[src/sv/covtbl_pkg.sv]
// Shared types, codes and constants of the coverage table lookup unit.
package covtbl_pkg;

  localparam int unsigned MaxEntriesDefault = 256;
  localparam int unsigned QueueDepth = 2;
  localparam int unsigned CfgIdxW = 1;
  localparam int unsigned CfgDataW = 16;

  localparam logic [15:0] FmtList  = 16'd1;
  localparam logic [15:0] FmtRange = 16'd2;

  localparam logic ModeLoad   = 1'b0;
  localparam logic ModeLookup = 1'b1;

  typedef enum logic [CfgIdxW-1:0] {
    CFG_FORMAT = 1'b0,
    CFG_COUNT  = 1'b1
  } cfg_idx_e;

  typedef enum logic [2:0] {
    ST_FOUND       = 3'd0,
    ST_NOT_COVERED = 3'd1,
    ST_MALFORMED   = 3'd2,
    ST_OVERFLOW    = 3'd3,
    ST_UNSUPPORTED = 3'd4
  } status_e;

  typedef enum logic [1:0] {
    OP_LOAD   = 2'd0,
    OP_LIST   = 2'd1,
    OP_RANGE  = 2'd2,
    OP_UNSUP  = 2'd3
  } op_e;

  typedef struct packed {
    logic        mode;
    logic [7:0]  slot;
    logic [15:0] first_glyph;
    logic [15:0] last_glyph;
    logic [15:0] base_index;
    logic [15:0] query_glyph;
  } req_t;

  typedef struct packed {
    logic [2:0]  status;
    logic [15:0] coverage_position;
  } rsp_t;

  typedef struct packed {
    logic [15:0] first_glyph;
    logic [15:0] last_glyph;
    logic [15:0] base_index;
  } entry_t;

  typedef struct packed {
    op_e         op;
    logic [7:0]  slot;
    entry_t      entry;
    logic [15:0] glyph;
    logic [15:0] scan_len;
  } cmd_t;

endpackage

[src/sv/covtbl_if.sv]
// Valid/ready channel interface carrying one request or response payload.
interface covtbl_if #(
  parameter type payload_t = logic
);
  logic     valid;
  logic     ready;
  payload_t payload;

  modport source (output valid, output payload, input ready);
  modport sink   (input valid, input payload, output ready);
endinterface

[src/sv/covtbl_front.sv]
// Front end: configuration registers, request acceptance and classification.
module covtbl_front
  import covtbl_pkg::*;
#(
  parameter int unsigned MAX_ENTRIES = MaxEntriesDefault
) (
  input  logic                clk_i,
  input  logic                rst_ni,
  input  logic                cfg_we_i,
  input  logic [CfgIdxW-1:0]  cfg_idx_i,
  input  logic [CfgDataW-1:0] cfg_wdata_i,
  covtbl_if.sink              req_i,
  output logic                cmd_valid_o,
  output cmd_t                cmd_o,
  input  logic                cmd_ready_i
);

  logic [15:0] format_q;
  logic [8:0]  count_q;
  logic [15:0] count_ext;
  logic        accept;
  logic        slot_ok;
  req_t        req;

  always_ff @(posedge clk_i or negedge rst_ni) begin
    if (!rst_ni) begin
      format_q <= FmtList;
      count_q  <= 9'd0;
    end else if (cfg_we_i) begin
      unique case (cfg_idx_e'(cfg_idx_i))
        CFG_FORMAT: format_q <= cfg_wdata_i;
        CFG_COUNT:  count_q  <= cfg_wdata_i[8:0];
        default:    format_q <= format_q;
      endcase
    end
  end

  assign req       = req_i.payload;
  assign req_i.ready = cmd_ready_i;
  assign accept    = req_i.valid && cmd_ready_i;
  assign slot_ok   = 16'(req.slot) < 16'(MAX_ENTRIES);
  assign count_ext = 16'(count_q);

  // Loads aimed beyond the store are taken and dropped here.
  assign cmd_valid_o = accept && ((req.mode == ModeLookup) || slot_ok);

  always_comb begin
    cmd_o.slot              = req.slot;
    cmd_o.entry.first_glyph = req.first_glyph;
    cmd_o.entry.last_glyph  = req.last_glyph;
    cmd_o.entry.base_index  = req.base_index;
    cmd_o.glyph             = req.query_glyph;
    cmd_o.scan_len = (count_ext > 16'(MAX_ENTRIES)) ? 16'(MAX_ENTRIES) : count_ext;
    if (req.mode == ModeLoad) begin
      cmd_o.op = OP_LOAD;
    end else if (format_q == FmtList) begin
      cmd_o.op = OP_LIST;
    end else if (format_q == FmtRange) begin
      cmd_o.op = OP_RANGE;
    end else begin
      cmd_o.op = OP_UNSUP;
    end
  end

endmodule

[src/flat_wrapper.sv]
// flat-port wrapper written by rule: the top's interface ports become plain ports
module covtbl_front_flat import covtbl_pkg::*;
#(
  parameter int unsigned MAX_ENTRIES = MaxEntriesDefault
)
  (clk_i, rst_ni, cfg_we_i, cfg_idx_i, cfg_wdata_i, cmd_valid_o, cmd_o, cmd_ready_i, req_i_valid, req_i_payload, req_i_ready);
  covtbl_if req_i_i ();
  input  logic clk_i;
  input  logic rst_ni;
  input  logic cfg_we_i;
  input  logic [CfgIdxW-1:0] cfg_idx_i;
  input  logic [CfgDataW-1:0] cfg_wdata_i;
  output logic cmd_valid_o;
  output cmd_t cmd_o;
  input  logic cmd_ready_i;
  input wire logic [$bits(req_i_i.valid)-1:0] req_i_valid;
  input wire logic [$bits(req_i_i.payload)-1:0] req_i_payload;
  output wire logic [$bits(req_i_i.ready)-1:0] req_i_ready;
  assign req_i_i.valid = req_i_valid;
  assign req_i_i.payload = req_i_payload;
  assign req_i_ready = req_i_i.ready;
  covtbl_front #(.MAX_ENTRIES(MAX_ENTRIES)) u_core (.clk_i(clk_i), .rst_ni(rst_ni), .cfg_we_i(cfg_we_i), .cfg_idx_i(cfg_idx_i), .cfg_wdata_i(cfg_wdata_i), .req_i(req_i_i), .cmd_valid_o(cmd_valid_o), .cmd_o(cmd_o), .cmd_ready_i(cmd_ready_i));
endmodule
[config.mk]
export PLATFORM = sky130hd
export DESIGN_NAME = covtbl_front_flat
export DESIGN_NICKNAME = d
export VERILOG_FILES = /design/src/sv/covtbl_pkg.sv /design/src/sv/covtbl_if.sv /design/src/sv/covtbl_front.sv /design/src/flat_wrapper.sv
export SDC_FILE = /design/constraint.sdc
export NUM_CORES = 1
export LEC_CHECK = 0
export ABC_CLOCK_PERIOD_IN_PS = 1400
export BUFFER_PORTS_ARGS = -buffer_cell sky130_fd_sc_hd__buf_2
export CAP_MARGIN = 20
export CORE_ASPECT_RATIO = 1.75
export CORE_UTILIZATION = 37
export DETAILED_ROUTE_END_ITERATION = 10
export HOLD_SLACK_MARGIN = 0.03
export PLACE_DENSITY = 0.87
export SKIP_LAST_GASP = 1
export SLEW_MARGIN = 30
export SYNTH_ARGS = -nofsm -noshare
export SYNTH_HDL_FRONTEND = slang
export SYNTH_SLANG_ARGS = --single-unit
[constraint.sdc]
create_clock -name clk_i -period 1.4 [get_ports clk_i]
set_input_delay 0.28 -clock clk_i [delete_from_list [all_inputs] [get_ports clk_i]]
set_output_delay 0.28 -clock clk_i [all_outputs]
set_load 0.01 [all_outputs]
# Word-level counts from Yosys, hierarchy flattened
# Cells that the tools add are included.
dict set report word_totals {
  output_inout_bits 92
  reg_bits 9
  elab_cells 5
  inputBits 23
}
dict set report op_classes {
  n_mux 1
  reduce_logical 2
  order_cmp 1
}
# op count
set op_table {}
lappend op_table {{$gt 9x9->1 const B} 1}
lappend op_table {{$mux 9} 1}
lappend op_table {{$reduce_and 2->1} 1}
lappend op_table {{$logic_and 1x1->1} 1}

# Longest topological paths before layout
# Gate-level depths: netlist of run 1.
dict set report depth {
  depth_word 2
  ltp_mapped 2
}

# Least setup slack after synthesis of run 1
# Ideal clock, no wire load.
dict set report synth_path {
  path_type {register to output}
  startpoint {reg u_core.count_q[8]}
  endpoint {out cmd_o[0] in the netlist's numbering}
  t_arrival_ns 0.648
  path_buffers 0
  path_stages_with_launch 2
  path_slack_ns 0.472
  cell_sequence {dfrtp_1 > nor2b_1}
}
# element line
set synth_rtl {}
lappend synth_rtl {{start, declared} covtbl_front.sv:19} ;# logic [8:0] count_q;
lappend synth_rtl {{start signal, assigned} covtbl_front.sv:32} ;# CFG_COUNT: count_q <= cfg_wdata_i[8:0];
lappend synth_rtl {{end, declared} flat_wrapper.sv:14} ;# output cmd_t cmd_o;

==> metrics.md, run 1 <==
| Metric | Value |
|---|---|
| Status | finished clean |
| Post-synthesis average cell area | a little over 9 sq um |
| CTS Buf Count | 3 |
| Synth Register Bits | 9 |
| Most numerous cell in the Yosys netlist | buf_4 |
| Post-synth ARST share | between 90% and 100% |
| Area contributors post-synth | buf_4 (61%), dfrtp_1 (22%), mux2_2 (10%) |
| Largest net degree at the start of global routing | 11 |
| CTS tree | yes |
| Clk_skew | 0 ns |
| Fmax | around 760 MHz |
| Vias | ~540 |
| Fin crit period | between 1 and 1.5 ns |
| Clk buf depth | 2 |
| Worst r2r dst | u_core.count_q[8]$_DFFE_PN0P_ |
| Sequential fraction of the synthesis area | around 22% |
| Placeable Area | 0.00255 sq mm |
| Layout Nets | roughly 160 |
| Setup Crit Path Kind | register to output port |
| First-pass GRT wire length | 1700 um |
| IO buf count | 25 |
| Post-cts sizing count | 0 |
| Proportion of layout cells with a drive suffix above 1 | about 28% |
| Area share of the largest cell type after synthesis | between 60 and 70% |
| Fillers | 267 |
| TNS Setup | 0 ns |
| DRT iter0 DRCs | 2 |
| Worst VDD drop | between 0.2 and 0.25 mV |
| I/O pin total | roughly 120 |
| Final setup margin | between 0.08 and 0.09 ns |
| Crit Reg-Reg Startpoint | u_core.count_q[8]$_DFFE_PN0P_ |
| Register clock-pin slew on the reported worst setup and hold paths | around 0.040 ns |
| Pre-CTS WS | ~0.31 ns |
| Worst hold endpoint | u_core.count_q[8]$_DFFE_PN0P_ |
| Hold path depth | 2 |
| Regs by FF count | u_core.count_q: 9 flops |
| CTS H-tree lvls | 1 |
| Site Rows | 24 |
| Final RePlAce weighted congestion | ~0.59 |
| Synth cell types | 8 |
| RSZ-0062 raised after global routing | no |
| Setup slack, reg-to-reg | 0.48 ns |
| Grt total ovfl | 0 |
| Max-cap violation count | 0 |
| R2r worst-path depth | 1 |
| Initial Util | about 40% |
| Die extent in y | a little over 70 um |
| DRT antenna net count | 0 |
| Syn Inst Count | about 110 |
| Setup Viol. Count Final | 0 |
| Post-DP Area | 852 sq um |
| Ys Warns | 0 |
| Hold Startpoint | cfg_wdata_i[8] |
| Root Buffer | clkbuf_8 |
| Worst-Skew Late Latency | roughly 0.22 ns |
| Remaining routing DRC violations | 0 |
| Final Slew Violations | 0 |
| Vias per std cell | 3.32 |
| Power Total | 0.000872 W |
| WP data required | roughly 1.1 ns |
| Synth area leader | buf_4 |
| Die W | about 42 um |
| Largest reg by FF count | u_core.count_q |
| Post-route cell area | around 910 sq um |
| Pwr dens | approximately 960 mW/mm^2 |
| Synth-to-Final Area Change | -10.8% |
| CP max FO | 10 |
| Most used DFF post-synth | dfrtp_1 |
| Crit path capture type | output port |
| Critical Path Start Type | register |
| Tot GR Track Use | just over 8% |
| Max FFs per register | 9 |
| Initial antenna violation count | 0 |
| Synth top cells by count | buf_4 (82), dfrtp_1 (9), mux2_2 (9) |
| WL/cell | between 7 and 8 um |
| Netlist area before placement | 0.00102 sq mm |
| Arr. time, crit path | about 1.0 ns |
| Final worst-path cycle share | between 90% and 100% |
| Lkg Pwr | 0.562 nW |
| Final wirelength | 1170 um |
| N_diodes | 0 |
| Router iterations before antenna repair | 2 |
| Number of flops mapped to enable cells by yosys | 0 |
| Final HPWL DP | about 1100 um |
| Fin. Hold Viols | 0 |
| Area of the die | between 0.002 and 0.003 sq mm |
| Post-CTS setup buffers | 0 |
| Hold Path Class | input port to register |
| Vias in the first global route | ~380 |
| Clock sink count | 9 |
==> metal layers <==
layer | track usage (%) | part of all wire (%) | vias up
li1 | - | - | 233
met1 | 6.31 | 22 | 237
met2 | 14.6 | 60 | 70
met3 | 3.53 | 16 | 4
met4 | 6.81 | 2.1 | 0
met5 | 0 | 0 | -
==> worst max-delay path: stages (launching register included) <==
cell and delay (ns):
dfrtp_1 0.49, nor2b_1 0.17, buf_2 0.15
==> power breakdown <==
part | internal, W | switching [W]
sequential | 0.000300 | 0.0000272
combinational | 0.0000923 | 0.000164
clock | 0.000197 | 0.0000912
total | 0.000589 | 0.000282
==> layout make-up <==
class / instances / area, sq um / share of cell area, %
Tap cell: 26 / 32.5 / 3.59
Sequential cell: 9 / 225 / 24.8
Timing Repair Buffer: 26 / 135 / 14.9
Multi-Input combinational cell: 99 / 469 / 51.7
Clock buffer: 4 / 45.0 / 4.97
==> worst max-delay path by stage <==
stage                                  start  endpoint  slack (ns)  depth (start not counted)
5_1_grt        u_core.count_q[8]$_DFFE_PN0P_  cmd_o[3]        0.02                          2
3_3_place_gp   u_core.count_q[8]$_DFFE_PN0P_  cmd_o[4]        0.36                          2
3_5_place_dp   u_core.count_q[8]$_DFFE_PN0P_  cmd_o[3]        0.31                          2
6_report       u_core.count_q[8]$_DFFE_PN0P_  cmd_o[3]        0.08                          2
4_1_cts        u_core.count_q[8]$_DFFE_PN0P_  cmd_o[3]        0.06                          2
2_1_floorplan  u_core.count_q[8]$_DFFE_PN0P_  cmd_o[0]        0.47                          1
==> cells in the final DEF, fill, tap and decap left out, drive strengths merged <==
cell type    instances
mux2                 9
buf                 25
conb                80
dfrtp                9
clkbuf               4
and2                 1
nand2                1
dlygate4sd3          1
nor2b                8
==> cells by family (layout without fill, tap and decap cells) <==
group | count (synthesis) | in the layout | synth area share [%]
multiplexers | 9 | 9 | 9.96
buffers and inverters | 83 | 30 | 60.9
flip-flops | 9 | 9 | 22.1
other | 1 | 80 | 0.369
AND/OR/NAND/NOR | 10 | 10 | 6.64
==> timing repair <==
item,4_1_cts,5_1_grt
hold endpoints to repair,9,0
endpoints found under the setup margin,0,0
hold buffers,1,0
==> stage by stage <==
| stage | util [%] | std cells | hold slack [ns] |
|---|---|---|---|
| floorplan | - | 191 | -0.0156 |
| detailed placement | 33.4 | 159 | 0.146 |
| global route | 35.5 | 164 | 0.279 |
| finish | 35.5 | 164 | 0.287 |
| global placement | 33.4 | 159 | 0.144 |
| CTS | 35.5 | 164 | 0.281 |
No activity file was read; power rests on OpenSTA's default activity.
==> run 2: changes to the inputs <==
--- a/config.mk
+++ b/config.mk
@@ -8,7 +8,6 @@
 export ABC_CLOCK_PERIOD_IN_PS = 1400
 export BUFFER_PORTS_ARGS = -buffer_cell sky130_fd_sc_hd__buf_2
 export CAP_MARGIN = 20
-export CORE_ASPECT_RATIO = 1.75
 export CORE_UTILIZATION = 37
 export DETAILED_ROUTE_END_ITERATION = 10
 export HOLD_SLACK_MARGIN = 0.03
==> run 2 against run 1 <==
Die area fell by 0.27%. Cell count increased by 2.4%. Sequential power down 1%. Sequential cell count unchanged. Clock power down 29%. Highest routed layer unchanged.
==> metrics.md, run 2 (synthesized netlist as in run 1, its figures left out) <==
| Metric | Value |
|---|---|
| Status | finished clean |
| Synth-to-Final Area Change | -12.2% |
| First-pass GRT wire length | ~1300 um |
| Grt total ovfl | 0 |
| Regs by FF count | u_core.count_q: 9 flops |
| Arr. time, crit path | ~1 ns |
| Vias | 536 |
| Lkg Pwr | 0.555 nW |
| Gr busiest metal | met2 |
| Global Route met1 Usage | 4.52% |
| Worst hold endpoint | u_core.count_q[7]$_DFFE_PN0P_ |
| Int Pwr | 0.000501 W |
| RSZ-0062 raised after global routing | no |
| Final wirelength | 1130 um |
| IO buf count | 25 |
| Setup Viol. Count Final | 0 |
| Register clock-pin slew on the reported worst setup and hold paths | roughly 0.060 ns |
| Initial antenna violation count | 0 |
| CTS H-tree lvls | 1 |
| Sw Share | between 30 and 40% |
| Max-cap violation count | 0 |
| DRT antenna net count | 0 |
| Setup Crit Path Kind | register to output port |
| Clk_skew | 0 ns |
| Tot GR Track Use | ~7.3% |
| Worst-Skew Late Latency | around 0.27 ns |
| Commonest non-fill, non-tap cell in the layout | conb_1 |
| Router iterations before antenna repair | 4 |
| CTS Buf Count | 3 |
| Hold Path Class | input port to register |
| Pre-CTS WS | between 0.3 and 0.4 ns |
| R2r worst-path depth | 1 |
| Clock sink count | 9 |
| Die W | 54.4 um |
| I/O pin total | 115 |
| WP data required | ~1.1 ns |
| Die extent in y | approximately 54 um |
| Critical Path Start Type | register |
| Largest reg by FF count | u_core.count_q |
| Vias in the first global route | between 300 and 400 |
| Hold WS | approximately 0.24 ns |
| Remaining routing DRC violations | 0 |
| Sw power | ~0.00029 W |
| Crit. Startpoint | u_core.count_q[8]$_DFFE_PN0P_ |
| Met3 usage in global routing | around 1.9% |
| Root Buffer | clkbuf_4 |
| CTS tree | yes |
| Fin crit period | between 1 and 1.5 ns |
| GR Util met2 | ~14% |
| Final setup margin | around 0.11 ns |
| Initial Util | ~40% |
| N_diodes | 0 |
| Final RePlAce weighted congestion | around 0.61 |
| Placeable Area | roughly 0.0025 sq mm |
| Proportion of layout cells with a drive suffix above 1 | 27.5% |
| Clock power share | 26.0% |
| Fmax | 775 MHz |
| WL/cell | 6.70 um |
| Combinational power share | between 30% and 40% |
| Post-cts sizing count | 0 |
| Seq pwr share | 41.1% |
| DRT iter0 DRCs | 2 |
| Worst r2r dst | u_core.count_q[8]$_DFFE_PN0P_ |
| Hold Startpoint | cfg_wdata_i[7] |
| Fillers | approximately 260 |
| Largest net degree at the start of global routing | 11 |
| Area of the die | between 0.002 and 0.003 sq mm |
| Crit path capture type | output port |
| Site Rows | 18 |
| CP max FO | 10 |
| Clk buf depth | 2 |
| Final HPWL DP | slightly above 1000 um |
| Final Slew Violations | 0 |
| Setup slack, reg-to-reg | 0.52 ns |
| TNS Setup | 0 ns |
| Max FFs per register | 9 |
| Layout Nets | 162 |
| Final worst-path cycle share | between 90 and 100% |
| Vias per std cell | about 3.2 |
| Most frequent cells in the layout | conb_1 (80), buf_2 (25), mux2_2 (9), dfrtp_1 (9), nor2b_1 (8) |
| Worst VDD drop | 0.367 mV |
| Final core utilization | between 30% and 40% |
| Hold path depth | 2 |
| Fin. Hold Viols | 0 |
| Pwr dens | 880 mW/mm^2 |
| Crit Reg-Reg Startpoint | u_core.count_q[8]$_DFFE_PN0P_ |
## run 2: cell counts in the layout (fill, tap and decap cells not counted)
Identical to the previous run, type by type.
## run 2: stage by stage
stage / total power (W) / instance area [sq um] / instances
after floorplan: 0.000678 / 1310 / 191
after global placement: 0.000577 / 857 / 163
after detailed placement: 0.000584 / 857 / 163
after CTS: 0.000788 / 893 / 168
after global routing: 0.000848 / 893 / 168
final: 0.000786 / 893 / 168
## run 2: worst max-delay path by stage
stage	endpoint	slack, ns	depth (start not counted)
floorplan	cmd_o[0]	0.47	1
global placement	cmd_o[2]	0.39	2
detailed placement	cmd_o[0]	0.38	2
CTS	cmd_o[0]	0.09	2
global route	cmd_o[2]	0.03	2
finish	cmd_o[0]	0.11	2
## run 2: power groups by stage
| stage | clock (W) | sequential [W] | combinational [W] |
|---|---|---|---|
| after floorplan | 0 | 0.000320 | 0.000357 |
| after global placement | 0 | 0.000325 | 0.000251 |
| after detailed placement | 0 | 0.000329 | 0.000256 |
| after CTS | 0.000206 | 0.000324 | 0.000258 |
| after global routing | 0.000224 | 0.000327 | 0.000297 |
| final | 0.000205 | 0.000323 | 0.000259 |
## run 2: what timing repair did
item	4_1_cts	5_1_grt
buffers inserted	0	0
hold buffers	1	0
hold endpoints to repair	9	0
## run 2: worst max-delay path, stage by stage, from the launching register on
cell and delay [ns]:
dfrtp_1 0.47, nor2b_1 0.14, buf_2 0.13
## run 2: final cells by class
class                      instances  area [sq um]  share of cell area (%)
clock buffer                       4          26.3                    2.94
multi-input combinational         99           469                    52.5
sequential                         9           225                    25.2
tap                               30          37.5                    4.20
timing repair buffer              26           135                    15.1
## run 2: metal layers
layer,up-vias,share of wire [%],wire length [um]
met4,0,4.4,50
met2,57,64,721
met1,241,20,224
met5,-,0,0
li1,233,-,-
met3,5,11,129
