==> src/sv/covtbl_pkg.sv <==
// Shared types, codes and constants of the coverage table lookup unit.
package covtbl_pkg;

  localparam int unsigned MaxEntriesDefault = 256;
  localparam int unsigned QueueDepth = 2;
  localparam int unsigned CfgIdxW = 1;
  localparam int unsigned CfgDataW = 16;

  localparam logic [15:0] FmtList  = 16'd1;
  localparam logic [15:0] FmtRange = 16'd2;

  localparam logic ModeLoad   = 1'b0;
  localparam logic ModeLookup = 1'b1;

  typedef enum logic [CfgIdxW-1:0] {
    CFG_FORMAT = 1'b0,
    CFG_COUNT  = 1'b1
  } cfg_idx_e;

  typedef enum logic [2:0] {
    ST_FOUND       = 3'd0,
    ST_NOT_COVERED = 3'd1,
    ST_MALFORMED   = 3'd2,
    ST_OVERFLOW    = 3'd3,
    ST_UNSUPPORTED = 3'd4
  } status_e;

  typedef enum logic [1:0] {
    OP_LOAD   = 2'd0,
    OP_LIST   = 2'd1,
    OP_RANGE  = 2'd2,
    OP_UNSUP  = 2'd3
  } op_e;

  typedef struct packed {
    logic        mode;
    logic [7:0]  slot;
    logic [15:0] first_glyph;
    logic [15:0] last_glyph;
    logic [15:0] base_index;
    logic [15:0] query_glyph;
  } req_t;

  typedef struct packed {
    logic [2:0]  status;
    logic [15:0] coverage_position;
  } rsp_t;

  typedef struct packed {
    logic [15:0] first_glyph;
    logic [15:0] last_glyph;
    logic [15:0] base_index;
  } entry_t;

  typedef struct packed {
    op_e         op;
    logic [7:0]  slot;
    entry_t      entry;
    logic [15:0] glyph;
    logic [15:0] scan_len;
  } cmd_t;

endpackage

==> src/sv/covtbl_queue.sv <==
// Short command queue that decouples the front end from the scan engine.
module covtbl_queue
  import covtbl_pkg::*;
(
  input  logic clk_i,
  input  logic rst_ni,
  input  logic push_valid_i,
  input  cmd_t push_data_i,
  output logic push_ready_o,
  output logic pop_valid_o,
  output cmd_t pop_data_o,
  input  logic pop_ready_i
);

  localparam int unsigned PtrW = (QueueDepth > 1) ? $clog2(QueueDepth) : 1;
  localparam int unsigned CntW = $clog2(QueueDepth + 1);

  cmd_t            buf_q [QueueDepth];
  logic [PtrW-1:0] wptr_q, rptr_q;
  logic [CntW-1:0] cnt_q;
  logic            push, pop;

  assign push_ready_o = cnt_q != CntW'(QueueDepth);
  assign pop_valid_o  = cnt_q != '0;
  assign pop_data_o   = buf_q[rptr_q];
  assign push         = push_valid_i && push_ready_o;
  assign pop          = pop_valid_o && pop_ready_i;

  always_ff @(posedge clk_i or negedge rst_ni) begin
    if (!rst_ni) begin
      wptr_q <= '0;
      rptr_q <= '0;
      cnt_q  <= '0;
    end else begin
      if (push) begin
        wptr_q <= (wptr_q == PtrW'(QueueDepth - 1)) ? '0 : wptr_q + 1'b1;
      end
      if (pop) begin
        rptr_q <= (rptr_q == PtrW'(QueueDepth - 1)) ? '0 : rptr_q + 1'b1;
      end
      if (push && !pop) begin
        cnt_q <= cnt_q + 1'b1;
      end else if (pop && !push) begin
        cnt_q <= cnt_q - 1'b1;
      end
    end
  end

  always_ff @(posedge clk_i) begin
    if (push) begin
      buf_q[wptr_q] <= push_data_i;
    end
  end

endmodule

==> config.mk <==
export PLATFORM = sky130hd
export DESIGN_NAME = covtbl_queue
export DESIGN_NICKNAME = d
export VERILOG_FILES = /design/src/sv/covtbl_pkg.sv /design/src/sv/covtbl_queue.sv
export SDC_FILE = /design/constraint.sdc
export NUM_CORES = 1
export LEC_CHECK = 0
export BUFFER_PORTS_ARGS = -buffer_cell sky130_fd_sc_hd__buf_4
export CAP_MARGIN = 20
export CORE_AREA = 2 2 123 125
export CTS_CLUSTER_DIAMETER = 80
export DETAILED_ROUTE_END_ITERATION = 8
export DIE_AREA = 0 0 125 127
export PLACE_DENSITY_LB_ADDON = 0.1
export SYNTH_ARGS = -nofsm -noshare
export SYNTH_HDL_FRONTEND = slang
export SYNTH_SLANG_ARGS = --single-unit
==> constraint.sdc <==
create_clock -name clk_i -period 6.8 [get_ports clk_i]
set_input_delay 0.34 -clock clk_i [delete_from_list [all_inputs] [get_ports clk_i]]
set_output_delay 0.34 -clock clk_i [all_outputs]
set_load 0.02 [all_outputs]
**Yosys cells after proc, flatten, opt, wreduce, memory -nomap -nowiden**

Memory sizes are Yosys's and may differ from the RTL's.
Index checks and enable logic that the tools add are counted.

- Add/sub/neg operators: 4
- Eq/ne operators: 1
- Multiplexer cells: 6
- Reduce and logical (&&, ||, !) cells: 8

Operator list:

| operator | number |
|---|---|
| $logic_and A1 B1 Y1 | 4 |
| $mux W1 | 4 |
| $mux W2 | 2 |
| $reduce_bool A2 Y1 | 2 |
| $add A1 B1 Y1 const B | 2 |
| $add A2 B1 Y2 const B | 1 |
| $logic_not A1 Y1 | 2 |
| $ne A2 B2 Y1 const B | 1 |
| $sub A2 B1 Y2 const B | 1 |

- Register bits after elaboration: 4
- RAM bits: 180
- Memories kept: 1

Memories:

| name | words | bits a word | read ports | clocked after memory_dff | write ports | RTL line | text |
|---|---|---|---|---|---|---|---|
| buf_q | 2 | 90 | 1 | 0 | 1 | covtbl_queue.sv:18 | `cmd_t buf_q [QueueDepth];` |

**Longest topological paths before layout**

Gate-level depths: netlist of the first run.

- Depth in word-level cells: 6
- Depth in mapped cells: 7
- Gate-level depth less buffers: 7

**Worst setup path before layout of the first run**

Ideal clock, no wire load.

- Path kind: reg-to-reg
- Start point: register cnt_q[0]
- End point: memory buf_q[0][0] in the netlist's numbering, enable pin
- Library setup time: 539 ps
- Arrival time: 4548 ps
- Data required time: 6261 ps
- Setup slack: 1712 ps
- Cell stages (with the launch flop): 4
- Period minus slack after synthesis: 5088 ps
- Path through: dfrtp_1 > nand2b_1 > nand2_1 > nor2_1

- Cells in the longest elaborated chain, start to end: 4

RTL lines:

| item | RTL line | text |
|---|---|---|
| start, declared | covtbl_queue.sv:20 | `logic [CntW-1:0] cnt_q;` |
| start signal, assigned | covtbl_queue.sv:42 | `cnt_q <= cnt_q + 1'b1;` |
| start signal, assigned | covtbl_queue.sv:44 | `cnt_q <= cnt_q - 1'b1;` |
| $ne A2 B2 Y1 | covtbl_queue.sv:23 | `assign push_ready_o = cnt_q != CntW'(QueueDepth);` |
| via push_ready_o | covtbl_queue.sv:9 | `output logic push_ready_o,` |
| $logic_and A1 B1 Y1 | covtbl_queue.sv:26 | `assign push = push_valid_i && push_ready_o;` |
| $mux W1 | covtbl_queue.sv:50 | `if (push) begin` |
| $mux W1 (implied by the code) | covtbl_queue.sv:51 | `buf_q[wptr_q] <= push_data_i;` |
| end, declared | covtbl_queue.sv:18 |  |

The timed path passes the listed nets, and every way through them passes these cells.

==> metrics.md, run 1 <==
| Metric | Value |
|---|---|
| Path type of the worst min-delay path | input pin to flop |
| CP max FO | 46 |
| Total power divided by cell area | 456.7 nW/um^2 |
| Fraction of power consumed by sequential logic | 40.2% |
| Deepest level of the CTS H-tree | 4 |
| First-pass GRT wire length | roughly 19,000 um |
| CTS max path bufs | 2 |
| Number of placed I/O pins | 186 |
| Post-detailed-route via-to-cell ratio | 4.867 |
| Root buffer cell | clkbuf_16 |
| Aggregate global routing overflow | 0 |
| Synth Register Bits | 184 |
| Met1 usage in global routing | 19.02% |
| Worst slew margin relative to its limit | 35.11% |
| Maxcap violations | 0 |
| Placed cell areas | 8605 um^2 |
| Count of unresolved DRC violations after routing | 0 |
| Die extent in y | ~130 um |
| Total clock buffers created by CTS | 17 |
| Worst Setup Start Kind | flop |
| Share of post-route cells with drive strength above 1 | 60.51% |
| Outcome | complete, no violations |
| Part of the Yosys area used for sequential elements | 77.13% |
| CP Data Arrival Time | 2.81 ns |
| Share of the cycle needed by the critical path after routing | 46.32% |
| Clock share of power | a little under a quarter |
| Number of nets in the layout | ~600 |
| Final Hold Viols | 0 |
| Most frequent cells in the layout | buf_4 (188), edfxtp_1 (180), mux2_4 (89), clkbuf_16 (17), clkbuf_1 (5) |
| Detailed-route via count | 3,373 |
| Worst-skew pair later-pin latency | 0.41 ns |
| Relative area change from synthesis to final layout | 29.17% |
| Met3 global-route usage | just under 6% |
| Std-Cell Core Area | ~14,000 um^2 |
| Cell Int Power | between 2 and 3 mW |
| Clock slew at reported path FFs | 0.06 ns |
| Setup clock skew after layout | about 0.0042 ns |
| Data required time at the worst endpoint | approximately 6.5 ns |
| Number of global-route vias before repair | 3,540 |
| IO buf count | 185 |
| Clock sink total | 184 |
| Number of nets with antenna violations after routing | 0 |
| Horizontal extent of the die | between 100 and 150 um |
| Transition time at the pin with the least slew margin | 0.9711 ns |
| Number of placed cells counting well taps | 660 |
| Maximum number of pins on one net before global-route repair | 62 |
| Unrepaired setup endpoints after global routing | no |
| Max-slew violations | 0 |
| CTS tree | done |
| Initial antenna violation count | 0 |
| Switching Fraction | a little under a third |
| Detail Placement HPWL | 7929 um |
| Initial cell density of the core | 49.49% |
| Synth unique cells | 15 |
| DRT iter0 DRCs | 194 |
| Cell Count, Final, Fillers Out | between 600 and 700 |
| Crit path capture type | output pin |
| Upper clock frequency limit | 0.3175 GHz |
| Critical path start-end classification | flop to output pin |
| Power share of the combinational group | between 30% and 40% |
| TritonRoute pass-1 iters | 4 |
| # setup viols final | 0 |
| Number of standard cells after synthesis | between 200 and 300 |
| Total wire length | 12,240 um |
| Total die area | ~16,000 um^2 |
| Summed instance area of the synthesized netlist | slightly above 7000 um^2 |
| Routing layer with the top usage in global route | met2 |
| Number of diodes | 0 |
| Total leakage power | 3.704 nW |
| Number of rows in the core area | 44 |
| GRT met2 Usage | 25.58% |
| Number of warning messages in the yosys log | 0 |
| Global placer's final weighted congestion | 0.6752 |
| Switching component of the power | 1.264 mW |
| Aggregate global-route resource usage | 15.72% |
| Post-route cell area | between 9000 and 10,000 um^2 |
| Routed length per instance | 17.66 um |
| Minimum clock period after layout | ~3.1 ns |
| Post-route setup TNS | 0 ns |
| Syn Nets | slightly below 400 |
| Most common library cell in the layout ignoring fill and taps | buf_4 |
| Worst ir drop on vdd | 261.2 uV |
| Post-synthesis average cell area | 23.95 um^2 |
==> kinds of logic after synthesis <==
logic type                 count (synthesis)  share of synthesized area [%]
adders and majority gates                  1                         0.1753
xor gates and xnor gates                   5                         0.6136
and+or+nand+nor                            7                         0.4735
muxes                                     90                          18.88
DFF                                      184                          77.13
buffers and inverters                     11                          2.734
==> power by group through the flow <==
stage               Combinational (mW)  Sequential (mW)  Clock, mW
floorplan                         1.16             1.65          0
global placement                  1.53             1.71          0
detailed placement                1.53             1.72          0
CTS                               1.54             1.70       1.03
global route                      1.60             1.72       1.07
finish                            1.52             1.69       1.00
==> worst paths after layout <==
path,startpoint,endpoint,slack [ns],cells after the start
hold / removal,push_data_i[55],buf_q[0][55]$_DFFE_PP_,0.11,1
min in group asynchronous,rst_ni,cnt_q[0]$_DFFE_PN0P_,0.27,2
setup reg to reg,cnt_q[0]$_DFFE_PN0P_,buf_q[0][41]$_DFFE_PP_,4.11,4
setup / recovery,rptr_q$_DFFE_PN0P_,pop_data_o[69],3.65,3
hold reg to reg,cnt_q[1]$_DFFE_PN0P_,cnt_q[1]$_DFFE_PN0P_,0.51,1
max in group asynchronous,rst_ni,rptr_q$_DFFE_PN0P_,6.41,2
==> sequential cells by signal (all words and copies together), names as in the netlist <==
signal	flops
wptr_q	1
buf_q	180
rptr_q	1
cnt_q	2
==> final cells by class <==
class / count / area (um^2)
Multi-Input combinational cell: 103 / 1450
Inverter: 1 / 3.754
Fill cell: 1076 / 5204
Timing Repair Buffer: 189 / 1421
Tap cell: 184 / 230.2
Clock inverter: 9 / 147.6
Clock buffer: 23 / 457.9
Sequential cell: 184 / 5509
==> synth_stat cells <==
cell type,instances,area share (%)
and3_1,1,0.088
buf_12,9,2.5
buf_6,1,0.16
dfrtp_1,4,1.4
edfxtp_1,180,76
ha_1,1,0.18
inv_1,1,0.053
mux2_2,1,0.16
mux2_4,89,19
nand2_1,2,0.11
nand2b_1,1,0.088
nor2_1,2,0.11
or2_1,1,0.088
xnor2_1,3,0.37
xor2_1,2,0.25
==> worst max-delay path: stages, from the launching register on <==
cell and delay, ns:
dfrtp_4 0.98, buf_4 0.82, mux2_2 0.41, buf_4 0.16
==> stage by stage <==
stage	hold WS [ns]	power, mW	worst slack (ns)	utilization (%)
floorplan	0.04441	2.815	1.712	-
global placement	0.1395	3.237	4.011	59.65
detailed placement	0.1418	3.259	3.998	59.65
CTS	0.08322	4.271	3.544	63.92
global route	0.08236	4.393	3.483	63.92
finish	0.1074	4.211	3.650	63.92
==> routing by layer <==
metal | share of wire, % | up-vias
li1 | - | 1572
met1 | 39 | 1653
met2 | 51 | 127
met3 | 7.7 | 21
met4 | 2.4 | 0
met5 | 0 | -
==> timing repair <==
action                                 in CTS  in global routing
endpoints found under the hold margin       4                  0
buffers inserted                            0                  0
hold buffers                                1                  0
resized for setup                           0                  0
(Power assumes the default switching activity.)
==> run 2: changes to the inputs <==
Settings changed: CORE_AREA 2 2 123 125 to 2 2 127 129, DIE_AREA 0 0 125 127 to 0 0 129 131.
Clock period 6.8 ns to 2.6 ns, I/O delays scaled along.
==> run 2 against run 1 <==
Design area rose by 11%; clock-buffer cell count fell by 5; combinational power rose to 2.8 times the previous value; first-iteration DRC count fell by 30%; via count rose by 9.4%; clock power rose to 2.5 times the previous value; global-route usage fell by 0.22 points; total power rose to 2.6 times the previous value; setup slack got worse by 3.2 ns; register-to-register slack got worse by 3.2 ns; critical path type unchanged; highest routed layer unchanged.
==> metrics.md, run 2 (synthesis results as in run 1) <==
| Metric | Value |
|---|---|
| Outcome | complete, no violations |
| Die extent in y | 131 um |
| Path depth of the worst reg2reg path | 4 |
| Routed length per instance | 15.70 um |
| Final Hold Viols | 0 |
| Transition time at the pin with the least slew margin | 0.6246 ns |
| Number of fill cells | between 1,000 and 1,500 |
| Number of nets with antenna violations after routing | 0 |
| Detailed-route via count | 3,691 |
| Total leakage power | between 4 and 5 nW |
| Number of placed I/O pins | 186 |
| Maxcap violations | 0 |
| Final Worst Setup Slack | 0.4809 ns |
| IO buf count | 185 |
| Deepest level of the CTS H-tree | 4 |
| Initial antenna violation count | 0 |
| Worst Setup Start Kind | flop |
| Cell Count, Final, Fillers Out | 820 |
| Crit path capture type | output pin |
| Number of diodes | 0 |
| Switching component of the power | between 3 and 4 mW |
| Detail Placement HPWL | 8368 um |
| Register containing the most flip-flops in the final layout | buf_q |
| Horizontal extent of the die | 129 um |
| # setup viols final | 0 |
| Critical-path cell list | buf_4, mux2_4, buf_4 |
| Total wire length | 12,870 um |
| Max reg flops | 180 |
| Root buffer cell | clkbuf_16 |
| Data required time at the worst endpoint | ~2.5 ns |
| Cell with the most instances on the worst path | buf_4 |
| Std-Cell Core Area | 15,600 um^2 |
| Worst ir drop on vdd | 570.9 uV |
| Clock share of power | 22.6% |
| Critical path start-end classification | flop to output pin |
| Most common library cell in the layout ignoring fill and taps | buf_4 |
| Fraction of power consumed by sequential logic | 39.0% |
| CTS tree | done |
| Worst-skew pair later-pin latency | 0.41 ns |
| Setup Buffers After CTS | 0 |
| Delay contributed by the slowest stage of the critical path | 0.77 ns |
| RR Endpoint | buf_q[0][17]$_DFFE_PP_ |
| Total die area | 16,900 um^2 |
| Share of post-route cells with drive strength above 1 | 52.15% |
| Unrepaired setup endpoints after global routing | no |
| CP Data Arrival Time | 1.99 ns |
| Cell count of the worst hold path | 3 |
| Clock slew at reported path FFs | 0.06 ns |
| Placement-stage worst setup slack | 0.8554 ns |
| Register-to-register setup slack | 0.87 ns |
| Initial cell density of the core | 45.76% |
| Hold path startpoint | pop_ready_i |
| Maximum number of pins on one net before global-route repair | between 40 and 50 |
| Aggregate global-route resource usage | between 10% and 20% |
| TritonRoute pass-1 iters | 4 |
| Largest registers | buf_q x180, cnt_q x2 |
| Total clock buffers created by CTS | 17 |
| DRT iter0 DRCs | 136 |
| Max-slew violations | 0 |
| Power share of the combinational group | 38.4% |
| Path type of the worst min-delay path | input pin to flop |
| Total power divided by cell area | 1087 nW/um^2 |
| First-pass GRT wire length | 19,390 um |
| Clock sink total | 184 |
| CP max FO | 27 |
| Share of the cycle needed by the critical path after routing | approximately four fifths |
| Worst slew margin relative to its limit | 58.36% |
| CTS max path bufs | 2 |
| Global placer's final weighted congestion | 0.7302 |
| Number of nets in the layout | roughly 700 |
| Number of global-route vias before repair | 3,882 |
| Count of unresolved DRC violations after routing | 0 |
| Number of rows in the core area | 46 |
| Minimum clock period after layout | about 2.1 ns |
| Switching Fraction | 30.36% |
| Upper clock frequency limit | around 0.47 GHz |
| Post-detailed-route via-to-cell ratio | 4.501 |
| Relative area change from synthesis to final layout | 43.37% |
| Aggregate global routing overflow | 0 |
| End of the worst hold path | rptr_q$_DFFE_PN0P_ |
| Final worst hold slack | 0.03983 ns |
| Post-route setup TNS | 0 ns |
| Setup clock skew after layout | 0.006455 ns |
| Cell with the largest stage delay on the worst path | dfrtp_4 |
| Most frequent cells in the layout | buf_4 (190), edfxtp_1 (180), dlygate4sd3_1 (91), mux2_4 (89), clkbuf_16 (17) |
| Number of placed cells counting well taps | roughly 700 |
| Reg-to-Reg Start | cnt_q[0]$_DFFE_PN0P_ |
| Total power consumption of the routed design | 11.12 mW |
| Cell Int Power | 7.743 mW |
==> run 2: cell count changes in the layout (fill, tap and decap cells not counted) <==
cell / delta
clkinv_4: +1
inv_6: +2
clkinv_1: +2
buf_4: +2
buf_12: +4
clkinv_2: -1
clkbuf_8: -1
clkinvlp_4: +1
clkbuf_1: -4
dlygate4sd3_1: +90
bufinv_16: -1
==> run 2: power groups by stage <==
stage	Combinational [mW]	Clock, mW	Sequential (mW)
after CTS	4.34	2.58	4.35
after global placement	4.19	0	4.38
after floorplan	3.05	0	4.26
after global routing	4.52	2.69	4.41
after detailed placement	4.21	0	4.41
final	4.27	2.51	4.34
==> run 2: worst max-delay path by stage <==
stage	startpoint	end	slack, ns	depth (start not counted)
final	rptr_q$_DFFE_PN0P_	pop_data_o[59]	0.48	3
after global routing	rptr_q$_DFFE_PN0P_	pop_data_o[11]	0.38	3
after CTS	rptr_q$_DFFE_PN0P_	pop_data_o[16]	0.43	3
after detailed placement	cnt_q[0]$_DFFE_PN0P_	buf_q[0][31]$_DFFE_PP_	0.86	4
after global placement	rptr_q$_DFFE_PN0P_	pop_data_o[16]	0.90	3
after floorplan	cnt_q[0]$_DFFE_PN0P_	buf_q[0][0]$_DFFE_PP_	0.02	3
==> run 2: timing repair <==
item	4_1_cts	5_1_grt
resized for setup	0	0
hold endpoints to repair	184	0
hold buffers	91	0
==> run 2: critical path: cells and delay by family (launching register included) <==
family   cells  cell delay (ns)
mux          1             0.32
buf+inv      2             0.48
flops        1             0.77
==> run 2: metrics by stage <==
stage | cell area (um^2) | utilization (%)
after floorplan | 7147 | -
after global placement | 8740 | 56.03
after detailed placement | 8740 | 56.03
after CTS | 10230 | 65.61
after global routing | 10230 | 65.61
final | 10230 | 65.61
==> run 2: routing by layer <==
metal / routed length (um) / GRT usage (%) / share of wire, %
met5: 0 / 0 / 0
met4: 279 / 7.289 / 2.2
met3: 676 / 4.805 / 5.3
met2: 6818 / 26.58 / 53
met1: 5098 / 17.91 / 40
==> run 2: layout make-up <==
| type | count | area, um^2 | area share, % |
|---|---|---|---|
| Timing Repair Buffer | 285 | 2417 | 23.62 |
| Sequential cell | 184 | 5509 | 53.83 |
| Multi-Input combinational cell | 103 | 1450 | 14.17 |
| Inverter | 1 | 3.754 | 0.03668 |
| Clock inverter | 13 | 153.9 | 1.504 |
| Clock buffer | 18 | 429.2 | 4.194 |
| Tap cell | 216 | 270.3 | 2.641 |
